===== src/rtl/erpp_pkg.sv =====
// Shared constants, widths and tables for the Euler rotation and point projection block.
// No dependencies; every rtl file refers to it by scoped names.
package erpp_pkg;

  localparam int COORD_W      = 16;
  localparam int ANG_W        = 16;
  localparam int Q14_W        = 16;
  localparam int CORDIC_STEPS = 14;
  localparam int CORDIC_ITERS = (CORDIC_STEPS > 16) ? 16 : CORDIC_STEPS;
  localparam int ITER_W       = $clog2(CORDIC_ITERS + 1);
  localparam int CORDIC_W     = 20;
  localparam int OPA_W        = 18;
  localparam int OPB_W        = (COORD_W > 18) ? COORD_W : 18;
  localparam int ACC_W        = OPA_W + OPB_W + 3;
  localparam int RND_W        = ACC_W - 14;
  localparam int CFG_IDX_W    = 1;

  localparam logic [CFG_IDX_W-1:0] REG_OFFSET_H = 1'd0;
  localparam logic [CFG_IDX_W-1:0] REG_OFFSET_V = 1'd1;

  localparam logic signed [17:0] TWO_PI_Q12 = 18'sd25736;
  localparam logic signed [16:0] PI_Q12     = 17'sd12868;
  localparam logic signed [16:0] HALF_PI_Q12 = 17'sd6434;
  localparam logic signed [CORDIC_W-1:0] CORDIC_GAIN = CORDIC_W'(39797);
  localparam logic signed [Q14_W-1:0] ONE_Q14 = 16'sd16384;

  function automatic logic signed [CORDIC_W-1:0] atan_q16(input logic [3:0] idx);
    logic signed [CORDIC_W-1:0] v;
    unique case (idx)
      4'd0:  v = CORDIC_W'(51472);
      4'd1:  v = CORDIC_W'(30385);
      4'd2:  v = CORDIC_W'(16055);
      4'd3:  v = CORDIC_W'(8150);
      4'd4:  v = CORDIC_W'(4091);
      4'd5:  v = CORDIC_W'(2047);
      4'd6:  v = CORDIC_W'(1024);
      4'd7:  v = CORDIC_W'(512);
      4'd8:  v = CORDIC_W'(256);
      4'd9:  v = CORDIC_W'(128);
      4'd10: v = CORDIC_W'(64);
      4'd11: v = CORDIC_W'(32);
      4'd12: v = CORDIC_W'(16);
      4'd13: v = CORDIC_W'(8);
      4'd14: v = CORDIC_W'(4);
      default: v = CORDIC_W'(2);
    endcase
    return v;
  endfunction

endpackage


===== src/rtl/erpp_cordic.sv =====
// Iterative CORDIC sine/cosine unit: one micro-rotation per cycle, Q3.12 in, Q1.14 out.
// Depends on erpp_pkg.
module erpp_cordic (
  input  logic                               clk,
  input  logic                               rst_n,
  input  logic                               start,
  input  logic signed [erpp_pkg::ANG_W-1:0]  angle,
  output logic                               done,
  output logic signed [erpp_pkg::Q14_W-1:0]  sin_q14,
  output logic signed [erpp_pkg::Q14_W-1:0]  cos_q14
);

  typedef enum logic [1:0] {C_IDLE, C_RUN, C_FIN} cst_t;

  cst_t state_r;
  logic [erpp_pkg::ITER_W-1:0] iter_r;
  logic signed [erpp_pkg::CORDIC_W-1:0] x_r, y_r, z_r;
  logic flip_r;
  logic done_r;
  logic signed [erpp_pkg::Q14_W-1:0] sin_r, cos_r;

  logic signed [16:0] a_ext, a_wrap, a_fold;
  logic fold_flip;
  logic signed [erpp_pkg::CORDIC_W-1:0] sh_x, sh_y, x_nxt, y_nxt, z_nxt, ang_c;
  logic signed [erpp_pkg::CORDIC_W-1:0] x_rnd, y_rnd, x_fin, y_fin;

  always_comb begin
    a_ext = 17'(angle);
    if (a_ext > erpp_pkg::PI_Q12) begin
      a_wrap = a_ext - 17'(erpp_pkg::TWO_PI_Q12);
    end else if (a_ext < -erpp_pkg::PI_Q12) begin
      a_wrap = a_ext + 17'(erpp_pkg::TWO_PI_Q12);
    end else begin
      a_wrap = a_ext;
    end
    fold_flip = 1'b0;
    if (a_wrap > erpp_pkg::HALF_PI_Q12) begin
      a_fold = a_wrap - erpp_pkg::PI_Q12;
      fold_flip = 1'b1;
    end else if (a_wrap < -erpp_pkg::HALF_PI_Q12) begin
      a_fold = a_wrap + erpp_pkg::PI_Q12;
      fold_flip = 1'b1;
    end else begin
      a_fold = a_wrap;
    end
  end

  always_comb begin
    sh_x = x_r >>> iter_r[3:0];
    sh_y = y_r >>> iter_r[3:0];
    ang_c = erpp_pkg::atan_q16(iter_r[3:0]);
    if (!z_r[erpp_pkg::CORDIC_W-1]) begin
      x_nxt = x_r - sh_y;
      y_nxt = y_r + sh_x;
      z_nxt = z_r - ang_c;
    end else begin
      x_nxt = x_r + sh_y;
      y_nxt = y_r - sh_x;
      z_nxt = z_r + ang_c;
    end
    x_rnd = (x_r + $signed(erpp_pkg::CORDIC_W'(2))) >>> 2;
    y_rnd = (y_r + $signed(erpp_pkg::CORDIC_W'(2))) >>> 2;
    x_fin = flip_r ? -x_rnd : x_rnd;
    y_fin = flip_r ? -y_rnd : y_rnd;
  end

  function automatic logic signed [erpp_pkg::Q14_W-1:0] sat_q14(
    input logic signed [erpp_pkg::CORDIC_W-1:0] v);
    logic signed [erpp_pkg::Q14_W-1:0] r;
    if (v > $signed(erpp_pkg::CORDIC_W'(32767))) begin
      r = 16'sh7fff;
    end else if (v < -$signed(erpp_pkg::CORDIC_W'(32768))) begin
      r = 16'sh8000;
    end else begin
      r = v[erpp_pkg::Q14_W-1:0];
    end
    return r;
  endfunction

  always_ff @(posedge clk) begin
    if (!rst_n) begin
      state_r <= C_IDLE;
      done_r  <= 1'b0;
    end else begin
      done_r <= 1'b0;
      unique case (state_r)
        C_IDLE: begin
          if (start) begin
            x_r     <= erpp_pkg::CORDIC_GAIN;
            y_r     <= '0;
            z_r     <= erpp_pkg::CORDIC_W'(a_fold) <<< 4;
            flip_r  <= fold_flip;
            iter_r  <= '0;
            state_r <= C_RUN;
          end
        end
        C_RUN: begin
          x_r    <= x_nxt;
          y_r    <= y_nxt;
          z_r    <= z_nxt;
          iter_r <= iter_r + 1'b1;
          if (iter_r == erpp_pkg::ITER_W'(erpp_pkg::CORDIC_ITERS - 1)) begin
            state_r <= C_FIN;
          end
        end
        C_FIN: begin
          cos_r   <= sat_q14(x_fin);
          sin_r   <= sat_q14(y_fin);
          done_r  <= 1'b1;
          state_r <= C_IDLE;
        end
        default: state_r <= C_IDLE;
      endcase
    end
  end

  assign done    = done_r;
  assign sin_q14 = sin_r;
  assign cos_q14 = cos_r;

  a_done_after_fin: assert property (@(posedge clk) disable iff (!rst_n)
    (state_r == C_FIN) |=> done_r)
    else $error("cordic done missing after final step");
  a_done_only_fin: assert property (@(posedge clk) disable iff (!rst_n)
    done_r |-> ($past(state_r) == C_FIN))
    else $error("cordic done without final step");
  a_iter_bound: assert property (@(posedge clk) disable iff (!rst_n)
    (state_r == C_RUN) |-> (iter_r < erpp_pkg::ITER_W'(erpp_pkg::CORDIC_ITERS)))
    else $error("cordic iteration count overrun");

endmodule


===== src/rtl/euler_rotate_project_points_top.sv =====
// A rotate item steps the angle sums, runs the CORDIC unit per angle and rebuilds the rows,
// with no result; a point item gives one result. One item at a time: set by the serial
// CORDIC unit and the single shared 18x18 multiply-accumulate, stepped by a microcode counter.
// Synchronous active-low reset: angle sums zero, rows of the zero-angle rotation, offsets zero, output empty.
// Depends on erpp_pkg and erpp_cordic.
module euler_rotate_project_points_top (
  input  logic                                  clk,
  input  logic                                  rst_n,
  input  logic                                  in_valid,
  output logic                                  in_stall,
  input  logic                                  in_cmd,
  input  logic signed [erpp_pkg::ANG_W-1:0]     in_step_x,
  input  logic signed [erpp_pkg::ANG_W-1:0]     in_step_y,
  input  logic signed [erpp_pkg::ANG_W-1:0]     in_step_z,
  input  logic signed [erpp_pkg::COORD_W-1:0]   in_point_x,
  input  logic signed [erpp_pkg::COORD_W-1:0]   in_point_y,
  input  logic signed [erpp_pkg::COORD_W-1:0]   in_point_z,
  input  logic                                  in_last_in,
  output logic                                  out_valid,
  input  logic                                  out_stall,
  output logic signed [erpp_pkg::COORD_W-1:0]   out_screen_h,
  output logic signed [erpp_pkg::COORD_W-1:0]   out_screen_v,
  output logic                                  out_last_out,
  input  logic                                  cfg_valid,
  output logic                                  cfg_ready,
  input  logic [erpp_pkg::CFG_IDX_W-1:0]        cfg_index,
  input  logic signed [erpp_pkg::COORD_W-1:0]   cfg_data
);

  typedef enum logic [1:0] {S_IDLE, S_ANGLE, S_CORDIC, S_MAC} state_t;
  typedef enum logic [3:0] {
    WB_NONE, WB_A2, WB_A3, WB_R0, WB_R1, WB_R2, WB_R3, WB_R4, WB_R5, WB_NY, WB_NZ
  } wb_t;

  localparam logic [4:0] STEP_LAST_ROT = 5'd19;
  localparam logic [4:0] STEP_PT       = 5'd20;
  localparam logic [4:0] STEP_LAST_PT  = 5'd27;

  state_t state_r;
  logic [4:0] step_r;
  logic [1:0] ang_idx_r;
  logic cord_start_r;
  logic signed [erpp_pkg::ANG_W-1:0] sum_r [3];
  logic signed [erpp_pkg::Q14_W-1:0] sin_r [3];
  logic signed [erpp_pkg::Q14_W-1:0] cos_r [3];
  logic signed [erpp_pkg::Q14_W-1:0] rows_r [6];
  logic signed [erpp_pkg::OPA_W-1:0] a2_r, a3_r;
  logic signed [erpp_pkg::ACC_W-1:0] acc_r;
  logic signed [erpp_pkg::COORD_W-1:0] px_r, py_r, pz_r, off_h_r, off_v_r, h_r, v_r, ny_r;
  logic last_r, out_last_r, out_valid_r;

  logic cord_done;
  logic signed [erpp_pkg::Q14_W-1:0] cord_sin, cord_cos;
  logic signed [erpp_pkg::ANG_W-1:0] steps [3];
  logic signed [17:0] ang_sum [3];
  logic signed [17:0] ang_wrap [3];
  logic signed [erpp_pkg::ANG_W-1:0] ang_sat [3];

  logic is_mul, op_clr, op_neg;
  wb_t op_wb;
  logic signed [erpp_pkg::OPA_W-1:0] op_a;
  logic signed [erpp_pkg::OPB_W-1:0] op_b;
  logic signed [erpp_pkg::OPA_W+erpp_pkg::OPB_W-1:0] prod;
  logic signed [erpp_pkg::ACC_W-1:0] acc_base, acc_nxt, acc_rnd;
  logic signed [erpp_pkg::RND_W:0] rnd, rnd_neg, sum_h, sum_v;
  logic out_hold;

  erpp_cordic u_cordic (
    .clk     (clk),
    .rst_n   (rst_n),
    .start   (cord_start_r),
    .angle   (sum_r[ang_idx_r]),
    .done    (cord_done),
    .sin_q14 (cord_sin),
    .cos_q14 (cord_cos)
  );

  assign steps[0] = in_step_x;
  assign steps[1] = in_step_y;
  assign steps[2] = in_step_z;

  always_comb begin
    for (int i = 0; i < 3; i++) begin
      ang_sum[i] = 18'(sum_r[i]) + 18'(steps[i]);
      if (ang_sum[i] > erpp_pkg::TWO_PI_Q12) begin
        ang_wrap[i] = ang_sum[i] - erpp_pkg::TWO_PI_Q12;
      end else if (ang_sum[i] < -erpp_pkg::TWO_PI_Q12) begin
        ang_wrap[i] = ang_sum[i] + erpp_pkg::TWO_PI_Q12;
      end else begin
        ang_wrap[i] = ang_sum[i];
      end
      if (ang_wrap[i] > 18'sd32767) begin
        ang_sat[i] = 16'sh7fff;
      end else if (ang_wrap[i] < -18'sd32768) begin
        ang_sat[i] = 16'sh8000;
      end else begin
        ang_sat[i] = ang_wrap[i][erpp_pkg::ANG_W-1:0];
      end
    end
  end

  always_comb begin
    is_mul = 1'b1;
    op_clr = 1'b0;
    op_neg = 1'b0;
    op_wb  = WB_NONE;
    op_a   = '0;
    op_b   = '0;
    unique case (step_r)
      5'd0:  begin op_clr = 1'b1; op_a = 18'(sin_r[0]); op_b = erpp_pkg::OPB_W'(sin_r[1]); end
      5'd1:  begin is_mul = 1'b0; op_wb = WB_A2; end
      5'd2:  begin op_clr = 1'b1; op_a = 18'(cos_r[0]); op_b = erpp_pkg::OPB_W'(sin_r[1]); end
      5'd3:  begin is_mul = 1'b0; op_wb = WB_A3; end
      5'd4:  begin op_clr = 1'b1; op_a = 18'(sin_r[0]); op_b = erpp_pkg::OPB_W'(cos_r[1]); end
      5'd5:  begin is_mul = 1'b0; op_wb = WB_R2; end
      5'd6:  begin op_clr = 1'b1; op_a = 18'(cos_r[0]); op_b = erpp_pkg::OPB_W'(cos_r[1]); end
      5'd7:  begin is_mul = 1'b0; op_wb = WB_R5; end
      5'd8:  begin op_clr = 1'b1; op_a = a2_r; op_b = erpp_pkg::OPB_W'(cos_r[2]); end
      5'd9:  begin op_a = 18'(cos_r[0]); op_b = erpp_pkg::OPB_W'(sin_r[2]); end
      5'd10: begin is_mul = 1'b0; op_wb = WB_R0; end
      5'd11: begin
        op_clr = 1'b1; op_neg = 1'b1; op_a = a2_r; op_b = erpp_pkg::OPB_W'(sin_r[2]);
      end
      5'd12: begin op_a = 18'(cos_r[0]); op_b = erpp_pkg::OPB_W'(cos_r[2]); end
      5'd13: begin is_mul = 1'b0; op_wb = WB_R1; end
      5'd14: begin op_clr = 1'b1; op_a = a3_r; op_b = erpp_pkg::OPB_W'(cos_r[2]); end
      5'd15: begin op_a = 18'(sin_r[0]); op_b = erpp_pkg::OPB_W'(sin_r[2]); end
      5'd16: begin is_mul = 1'b0; op_wb = WB_R3; end
      5'd17: begin
        op_clr = 1'b1; op_neg = 1'b1; op_a = a3_r; op_b = erpp_pkg::OPB_W'(sin_r[2]);
      end
      5'd18: begin op_a = 18'(sin_r[0]); op_b = erpp_pkg::OPB_W'(cos_r[2]); end
      5'd19: begin is_mul = 1'b0; op_wb = WB_R4; end
      5'd20: begin op_clr = 1'b1; op_a = 18'(rows_r[0]); op_b = erpp_pkg::OPB_W'(px_r); end
      5'd21: begin op_a = 18'(rows_r[1]); op_b = erpp_pkg::OPB_W'(py_r); end
      5'd22: begin op_a = 18'(rows_r[2]); op_b = erpp_pkg::OPB_W'(pz_r); end
      5'd23: begin is_mul = 1'b0; op_wb = WB_NY; end
      5'd24: begin op_clr = 1'b1; op_a = 18'(rows_r[3]); op_b = erpp_pkg::OPB_W'(px_r); end
      5'd25: begin op_a = 18'(rows_r[4]); op_b = erpp_pkg::OPB_W'(py_r); end
      5'd26: begin op_a = 18'(rows_r[5]); op_b = erpp_pkg::OPB_W'(pz_r); end
      5'd27: begin is_mul = 1'b0; op_wb = WB_NZ; end
      default: begin is_mul = 1'b0; end
    endcase
  end

  always_comb begin
    prod     = op_a * op_b;
    acc_base = op_clr ? '0 : acc_r;
    acc_nxt  = op_neg ? acc_base - erpp_pkg::ACC_W'(prod)
                      : acc_base + erpp_pkg::ACC_W'(prod);
    acc_rnd  = (acc_r + $signed(erpp_pkg::ACC_W'(8192))) >>> 14;
    rnd      = acc_rnd[erpp_pkg::RND_W:0];
    rnd_neg  = -rnd;
    sum_h    = rnd + (erpp_pkg::RND_W + 1)'(off_h_r);
    sum_v    = rnd + (erpp_pkg::RND_W + 1)'(off_v_r);
    out_hold = out_valid_r && out_stall;
  end

  function automatic logic signed [erpp_pkg::Q14_W-1:0] sat_q14(
    input logic signed [erpp_pkg::RND_W:0] v);
    logic signed [erpp_pkg::Q14_W-1:0] r;
    if (v > $signed((erpp_pkg::RND_W + 1)'(32767))) begin
      r = 16'sh7fff;
    end else if (v < -$signed((erpp_pkg::RND_W + 1)'(32768))) begin
      r = 16'sh8000;
    end else begin
      r = v[erpp_pkg::Q14_W-1:0];
    end
    return r;
  endfunction

  function automatic logic signed [erpp_pkg::COORD_W-1:0] sat_coord(
    input logic signed [erpp_pkg::RND_W:0] v);
    logic signed [erpp_pkg::RND_W:0] hi, lo;
    logic signed [erpp_pkg::COORD_W-1:0] r;
    hi = (erpp_pkg::RND_W + 1)'((64'sd1 <<< (erpp_pkg::COORD_W - 1)) - 64'sd1);
    lo = -hi - (erpp_pkg::RND_W + 1)'(1);
    if (v > hi) begin
      r = hi[erpp_pkg::COORD_W-1:0];
    end else if (v < lo) begin
      r = lo[erpp_pkg::COORD_W-1:0];
    end else begin
      r = v[erpp_pkg::COORD_W-1:0];
    end
    return r;
  endfunction

  always_ff @(posedge clk) begin
    if (!rst_n) begin
      state_r      <= S_IDLE;
      step_r       <= '0;
      ang_idx_r    <= '0;
      cord_start_r <= 1'b0;
      out_valid_r  <= 1'b0;
      off_h_r      <= '0;
      off_v_r      <= '0;
      for (int i = 0; i < 3; i++) begin
        sum_r[i] <= '0;
      end
      for (int i = 0; i < 6; i++) begin
        rows_r[i] <= '0;
      end
      rows_r[1] <= erpp_pkg::ONE_Q14;
      rows_r[5] <= erpp_pkg::ONE_Q14;
    end else begin
      cord_start_r <= 1'b0;
      if (out_valid_r && !out_stall) begin
        out_valid_r <= 1'b0;
      end
      if (cfg_valid) begin
        unique case (cfg_index)
          erpp_pkg::REG_OFFSET_H: off_h_r <= cfg_data;
          erpp_pkg::REG_OFFSET_V: off_v_r <= cfg_data;
          default: ;
        endcase
      end
      unique case (state_r)
        S_IDLE: begin
          if (in_valid) begin
            if (in_cmd) begin
              px_r    <= in_point_x;
              py_r    <= in_point_y;
              pz_r    <= in_point_z;
              last_r  <= in_last_in;
              step_r  <= STEP_PT;
              state_r <= S_MAC;
            end else begin
              for (int i = 0; i < 3; i++) begin
                sum_r[i] <= ang_sat[i];
              end
              state_r <= S_ANGLE;
            end
          end
        end
        S_ANGLE: begin
          ang_idx_r    <= '0;
          cord_start_r <= 1'b1;
          state_r      <= S_CORDIC;
        end
        S_CORDIC: begin
          if (cord_done) begin
            sin_r[ang_idx_r] <= cord_sin;
            cos_r[ang_idx_r] <= cord_cos;
            if (ang_idx_r == 2'd2) begin
              step_r  <= '0;
              state_r <= S_MAC;
            end else begin
              ang_idx_r    <= ang_idx_r + 2'd1;
              cord_start_r <= 1'b1;
            end
          end
        end
        S_MAC: begin
          if (is_mul) begin
            acc_r <= acc_nxt;
          end
          unique case (op_wb)
            WB_A2: a2_r <= rnd[erpp_pkg::OPA_W-1:0];
            WB_A3: a3_r <= rnd_neg[erpp_pkg::OPA_W-1:0];
            WB_R0: rows_r[0] <= sat_q14(rnd);
            WB_R1: rows_r[1] <= sat_q14(rnd);
            WB_R2: rows_r[2] <= sat_q14(rnd_neg);
            WB_R3: rows_r[3] <= sat_q14(rnd);
            WB_R4: rows_r[4] <= sat_q14(rnd);
            WB_R5: rows_r[5] <= sat_q14(rnd);
            WB_NY: ny_r <= sat_coord(sum_v);
            WB_NZ: begin
              if (!out_hold) begin
                h_r         <= sat_coord(sum_h);
                v_r         <= ny_r;
                out_last_r  <= last_r;
                out_valid_r <= 1'b1;
              end
            end
            default: ;
          endcase
          priority if (step_r == STEP_LAST_PT) begin
            if (!out_hold) begin
              state_r <= S_IDLE;
            end
          end else if (step_r == STEP_LAST_ROT) begin
            state_r <= S_IDLE;
          end else begin
            step_r <= step_r + 5'd1;
          end
        end
        default: state_r <= S_IDLE;
      endcase
    end
  end

  assign in_stall     = (state_r != S_IDLE);
  assign cfg_ready    = 1'b1;
  assign out_valid    = out_valid_r;
  assign out_screen_h = h_r;
  assign out_screen_v = v_r;
  assign out_last_out = out_last_r;

  a_rot_enters_angle: assert property (@(posedge clk) disable iff (!rst_n)
    (in_valid && !in_stall && !in_cmd) |=> (state_r == S_ANGLE))
    else $error("rotate transfer did not start angle update");
  a_pt_result: assert property (@(posedge clk) disable iff (!rst_n)
    (state_r == S_MAC && step_r == STEP_LAST_PT && !out_hold) |=> out_valid_r)
    else $error("point finished without result");
  a_step_bound: assert property (@(posedge clk) disable iff (!rst_n)
    (state_r == S_MAC) |-> (step_r <= STEP_LAST_PT))
    else $error("microcode step out of range");
  a_cordic_done_state: assert property (@(posedge clk) disable iff (!rst_n)
    cord_done |-> (state_r == S_CORDIC))
    else $error("cordic result outside rebuild");

endmodule

===== config.mk =====
export PLATFORM = sky130hd
export DESIGN_NAME = euler_rotate_project_points_top
export DESIGN_NICKNAME = d
export VERILOG_FILES = /design/src/rtl/erpp_pkg.sv /design/src/rtl/erpp_cordic.sv /design/src/rtl/euler_rotate_project_points_top.sv
export SDC_FILE = /design/constraint.sdc
export NUM_CORES = 2
export LEC_CHECK = 0
export BUFFER_PORTS_ARGS = -buffer_cell sky130_fd_sc_hd__buf_2
export CORE_MARGIN = 2
export CORE_UTILIZATION = 50
export DETAILED_ROUTE_END_ITERATION = 6
export PLACE_DENSITY = 0.64
export REMOVE_ABC_BUFFERS = 1
export SYNTH_ARGS = -nofsm -noshare
export SYNTH_HDL_FRONTEND = slang
export SYNTH_HIERARCHICAL = 1
export SYNTH_SLANG_ARGS = --single-unit

===== constraint.sdc =====
create_clock -name clk -period 16.77 [get_ports clk]
set_input_delay 0.8385 -clock clk [delete_from_list [all_inputs] [get_ports clk]]
set_output_delay 0.8385 -clock clk [all_outputs]
set_load 0.01 [all_outputs]

==> metrics.log <==
[metrics] CTS H-tree lvls: 3
[metrics] proportion of synthesized area in mux cells: 4.275%
[metrics] synthesized-area fraction occupied by xor and xnor cells: 6.592%
[metrics] CTS Sinks: 574
[metrics] Yosys warning count: 6
[metrics] number of failing setup endpoints in the final timing report: 0
[metrics] clock latency at the later pin of the worst-skew pair: around 640 ps
[metrics] crit-path max FO: 26
[metrics] Initial Util: roughly half
[metrics] outcome: complete, but fails checks
[metrics] largest net degree at the start of global routing: between 60 and 70
[metrics] netlist area before placement: around 0.055 mm2
[metrics] post-cts repair resize count: 0
[metrics] Detailed Routing Iterations Pass 1: 7
[metrics] gate count of the mapped netlist: 5819
[metrics] GRT Total Usage: 26.14%
[metrics] Worst Setup End Kind: register
[metrics] most common cell after layout, fill and taps aside: sky130_fd_sc_hd__inv_1
[metrics] Area Growth Syn to Fin: 7.903%
[metrics] critical path type: register to register
[metrics] Root Buffer: sky130_fd_sc_hd__clkbuf_16
[metrics] most frequent cells in the layout: 579 x sky130_fd_sc_hd__inv_1, 567 x sky130_fd_sc_hd__nor2_1, 520 x sky130_fd_sc_hd__nand2_1
[metrics] simple-gate share of the synthesized area: roughly 17%
[metrics] share of final-layout standard cells stronger than drive strength 1: under 10%
[metrics] # DRC: 2
[metrics] I/O pins: roughly 160
[metrics] number of hold buffers added after cts: 0
[metrics] overall via count from detail_route: between 40000 and 50000
[metrics] count of flip-flops with a built-in enable after synthesis: a little over 500
[metrics] post-synthesis sequential area ratio: between 30% and 40%
[metrics] postcts setup bufs: 0
[metrics] worst hold slack across all endpoints: roughly 380 ps
[metrics] first-pass GRT wire length: between 200000 and 250000 um
[metrics] Port Buffers: about 150
[metrics] post-synthesis async set-or-reset flop share: 0%
[metrics] Post-Synthesis Mean Instance Area: around 9.4 um2
[metrics] # Max-Cap Violations: 0
[metrics] total core area: between 0.1 and 0.15 mm2
[metrics] Die Span X: 334.2 um
[metrics] final wirelength: 146900 um
[metrics] tightest slew margin relative to the limit: approximately an eighth
[metrics] launching element type of the critical path: register
[metrics] number of synthesized register bits: approximately 570
[metrics] max-slew violation count: 0
[metrics] final clock period utilization by the worst path: roughly three quarters
[metrics] register clock-pin slew on the reported worst setup and hold paths: roughly 60 ps
[metrics] leading register cell type out of synthesis: sky130_fd_sc_hd__edfxtp_1
[metrics] TritonCTS clock tree: done
[metrics] Tightest Hold Check Type: input pin to register
[metrics] die extent in y: ~330 um
[metrics] violated checks: DRC
[metrics] number of antenna violations at the first check in global routing: 17
[metrics] buffers plus inverters on the worst setup path: 6
[metrics] standard cell with the maximum stage delay on the critical path: sky130_fd_sc_hd__a21oi_2
[metrics] combinational family with the most area after synthesis: adder cells
[metrics] count of cell types in the netlist: between 100 and 150
[metrics] compound-gate portion of the synthesized area: about 16%
[metrics] RSZ-0062 raised after global routing: false
[metrics] required time reported for the critical path endpoint: approximately 17000 ps
[metrics] area of the die: roughly 0.11 mm2
[metrics] DRT antenna net count: 0
[metrics] post-layout minimum cycle time: around 12000 ps
[metrics] Max Buffers Root-to-Sink: 3
[metrics] Synth Area in Adders: 20.09%
[metrics] Total Negative Setup Slacks: 0 ps
[metrics] nets@finish: ~6700
[metrics] post-route clock skew: roughly 32 ps
[metrics] Final Hold Violating Endpoints: 0
[metrics] arrival time of the worst setup path: ~13000 ps
[metrics] TritonCTS buffer count: 69
[metrics] WL per Instance: approximately 20 um
[metrics] per-cell via count in the routed design: 5.922
[metrics] row cnt: 121
[metrics] achievable frequency: 81.51 MHz
[metrics] Tightest Pin Transition: 1314 ps
[metrics] highest cell delay on the worst timing path: roughly 1000 ps
[metrics] grt total ovfl: 0
[metrics] detailed placer's ending HPWL: about 110000 um
[metrics] dominant delay contributor by cell family on the critical path: adder cells
[metrics] detailed router's first-iteration violation count: about 3800
[metrics] global placer's final weighted congestion: approximately 0.94
[metrics] vias in the first global route: between 40000 and 50000
-- registers in the layout, summed over array words and instances, names as in the netlist, 18 cells and up, named ones only --
name,flops
sin_r,48
sum_r,48
cos_r,48
u_cordic/z_r,20
u_cordic/y_r,20
acc_r,39
rows_r,96
a3_r,18
u_cordic/x_r,20
a2_r,18
-- layer usage --
| metal | vias to the layer above | global-route usage (%) | part of all wire (%) |
|---|---|---|---|
| met5 | - | 0 | 0.080 |
| met4 | 20 | 7.792 | 2.9 |
| met3 | 241 | 4.117 | 6.8 |
| met2 | 1405 | 42.08 | 46 |
| met1 | 21020 | 36.39 | 44 |
| li1 | 20790 | - | - |
-- metrics by stage --
stage	cells	utilization (%)	instance area, um2	setup slack, ps
5_1_grt	7341	54.20	58830	3662
4_1_cts	7336	54.19	58820	4691
3_5_place_dp	7212	52.13	56580	4736
3_3_place_gp	7212	52.13	56580	4772
6_report	7342	54.20	58840	4501
2_1_floorplan	5569	-	53360	5916
-- cells by family (layout without fill, tap and decap cells) --
| logic type | Yosys count | count (layout) |
|---|---|---|
| flip-flops | 574 | 574 |
| AND/OR/NAND/NOR | 1864 | 1864 |
| XOR/XNOR | 408 | 408 |
| other | 1 | 7 |
| adder cells (fa/ha/maj) | 674 | 674 |
| multiplexers | 171 | 171 |
| buffers and inverters | 835 | 938 |
| AO/OA/AOI/OAI | 1292 | 1292 |
-- Yosys cell counts, types with 21 or more instances --
cell type | instances | share of area (%)
sky130_fd_sc_hd__a211oi_1 | 52 | 0.72
sky130_fd_sc_hd__a21o_1 | 74 | 1.0
sky130_fd_sc_hd__a21oi_1 | 326 | 3.0
sky130_fd_sc_hd__a222oi_1 | 26 | 0.48
sky130_fd_sc_hd__a22oi_1 | 78 | 1.1
sky130_fd_sc_hd__a31oi_1 | 44 | 0.50
sky130_fd_sc_hd__and2_1 | 103 | 1.2
sky130_fd_sc_hd__and3_1 | 44 | 0.50
sky130_fd_sc_hd__buf_2 | 39 | 0.36
sky130_fd_sc_hd__clkbuf_1 | 176 | 1.2
sky130_fd_sc_hd__dfxtp_1 | 64 | 2.3
sky130_fd_sc_hd__edfxtp_1 | 510 | 28
sky130_fd_sc_hd__fa_1 | 336 | 12
sky130_fd_sc_hd__ha_1 | 338 | 7.8
sky130_fd_sc_hd__inv_1 | 580 | 4.0
sky130_fd_sc_hd__mux2_2 | 43 | 0.89
sky130_fd_sc_hd__mux2i_1 | 82 | 1.5
sky130_fd_sc_hd__mux4_2 | 30 | 1.2
sky130_fd_sc_hd__nand2_1 | 521 | 3.6
sky130_fd_sc_hd__nand2b_1 | 55 | 0.63
sky130_fd_sc_hd__nand3_1 | 128 | 1.2
sky130_fd_sc_hd__nand4_1 | 64 | 0.73
sky130_fd_sc_hd__nor2_1 | 568 | 3.9
sky130_fd_sc_hd__nor2b_1 | 47 | 0.54
sky130_fd_sc_hd__nor3_1 | 89 | 0.82
sky130_fd_sc_hd__nor4_1 | 34 | 0.39
sky130_fd_sc_hd__o211ai_1 | 53 | 0.73
sky130_fd_sc_hd__o21a_1 | 53 | 0.73
sky130_fd_sc_hd__o21ai_0 | 208 | 1.9
sky130_fd_sc_hd__o21ai_1 | 63 | 0.58
sky130_fd_sc_hd__o21bai_1 | 21 | 0.29
sky130_fd_sc_hd__o22ai_1 | 22 | 0.25
sky130_fd_sc_hd__o31ai_1 | 24 | 0.33
sky130_fd_sc_hd__or2_2 | 34 | 0.39
sky130_fd_sc_hd__or3_1 | 37 | 0.42
sky130_fd_sc_hd__xnor2_1 | 236 | 3.8
sky130_fd_sc_hd__xor2_1 | 170 | 2.7
-- area by class of cell --
cell class,count,area [um2]
fill,9764,49710
multi-input combinational,4410,34690
sequential,574,16600
inverter,585,2196
clock buffer,83,1842
tap,1414,1769
timing repair buffer,229,1334
clock inverter,41,395.4
antenna,6,15.01
-- final timing paths --
kind	startpoint	to	slack, ps	cells after the start
setup / recovery	step_r[3]	acc_r[38]	4500	37
hold / removal	in_last_in	last_r	380	1
setup reg to reg	step_r[3]	acc_r[38]	4500	37
hold reg to reg	ny_r[10]	out_screen_v[10]	420	0
Power is left out: the tool's default activity adds up to more than one toggle a clock period on the data nets, which glitch-free logic cannot reach.
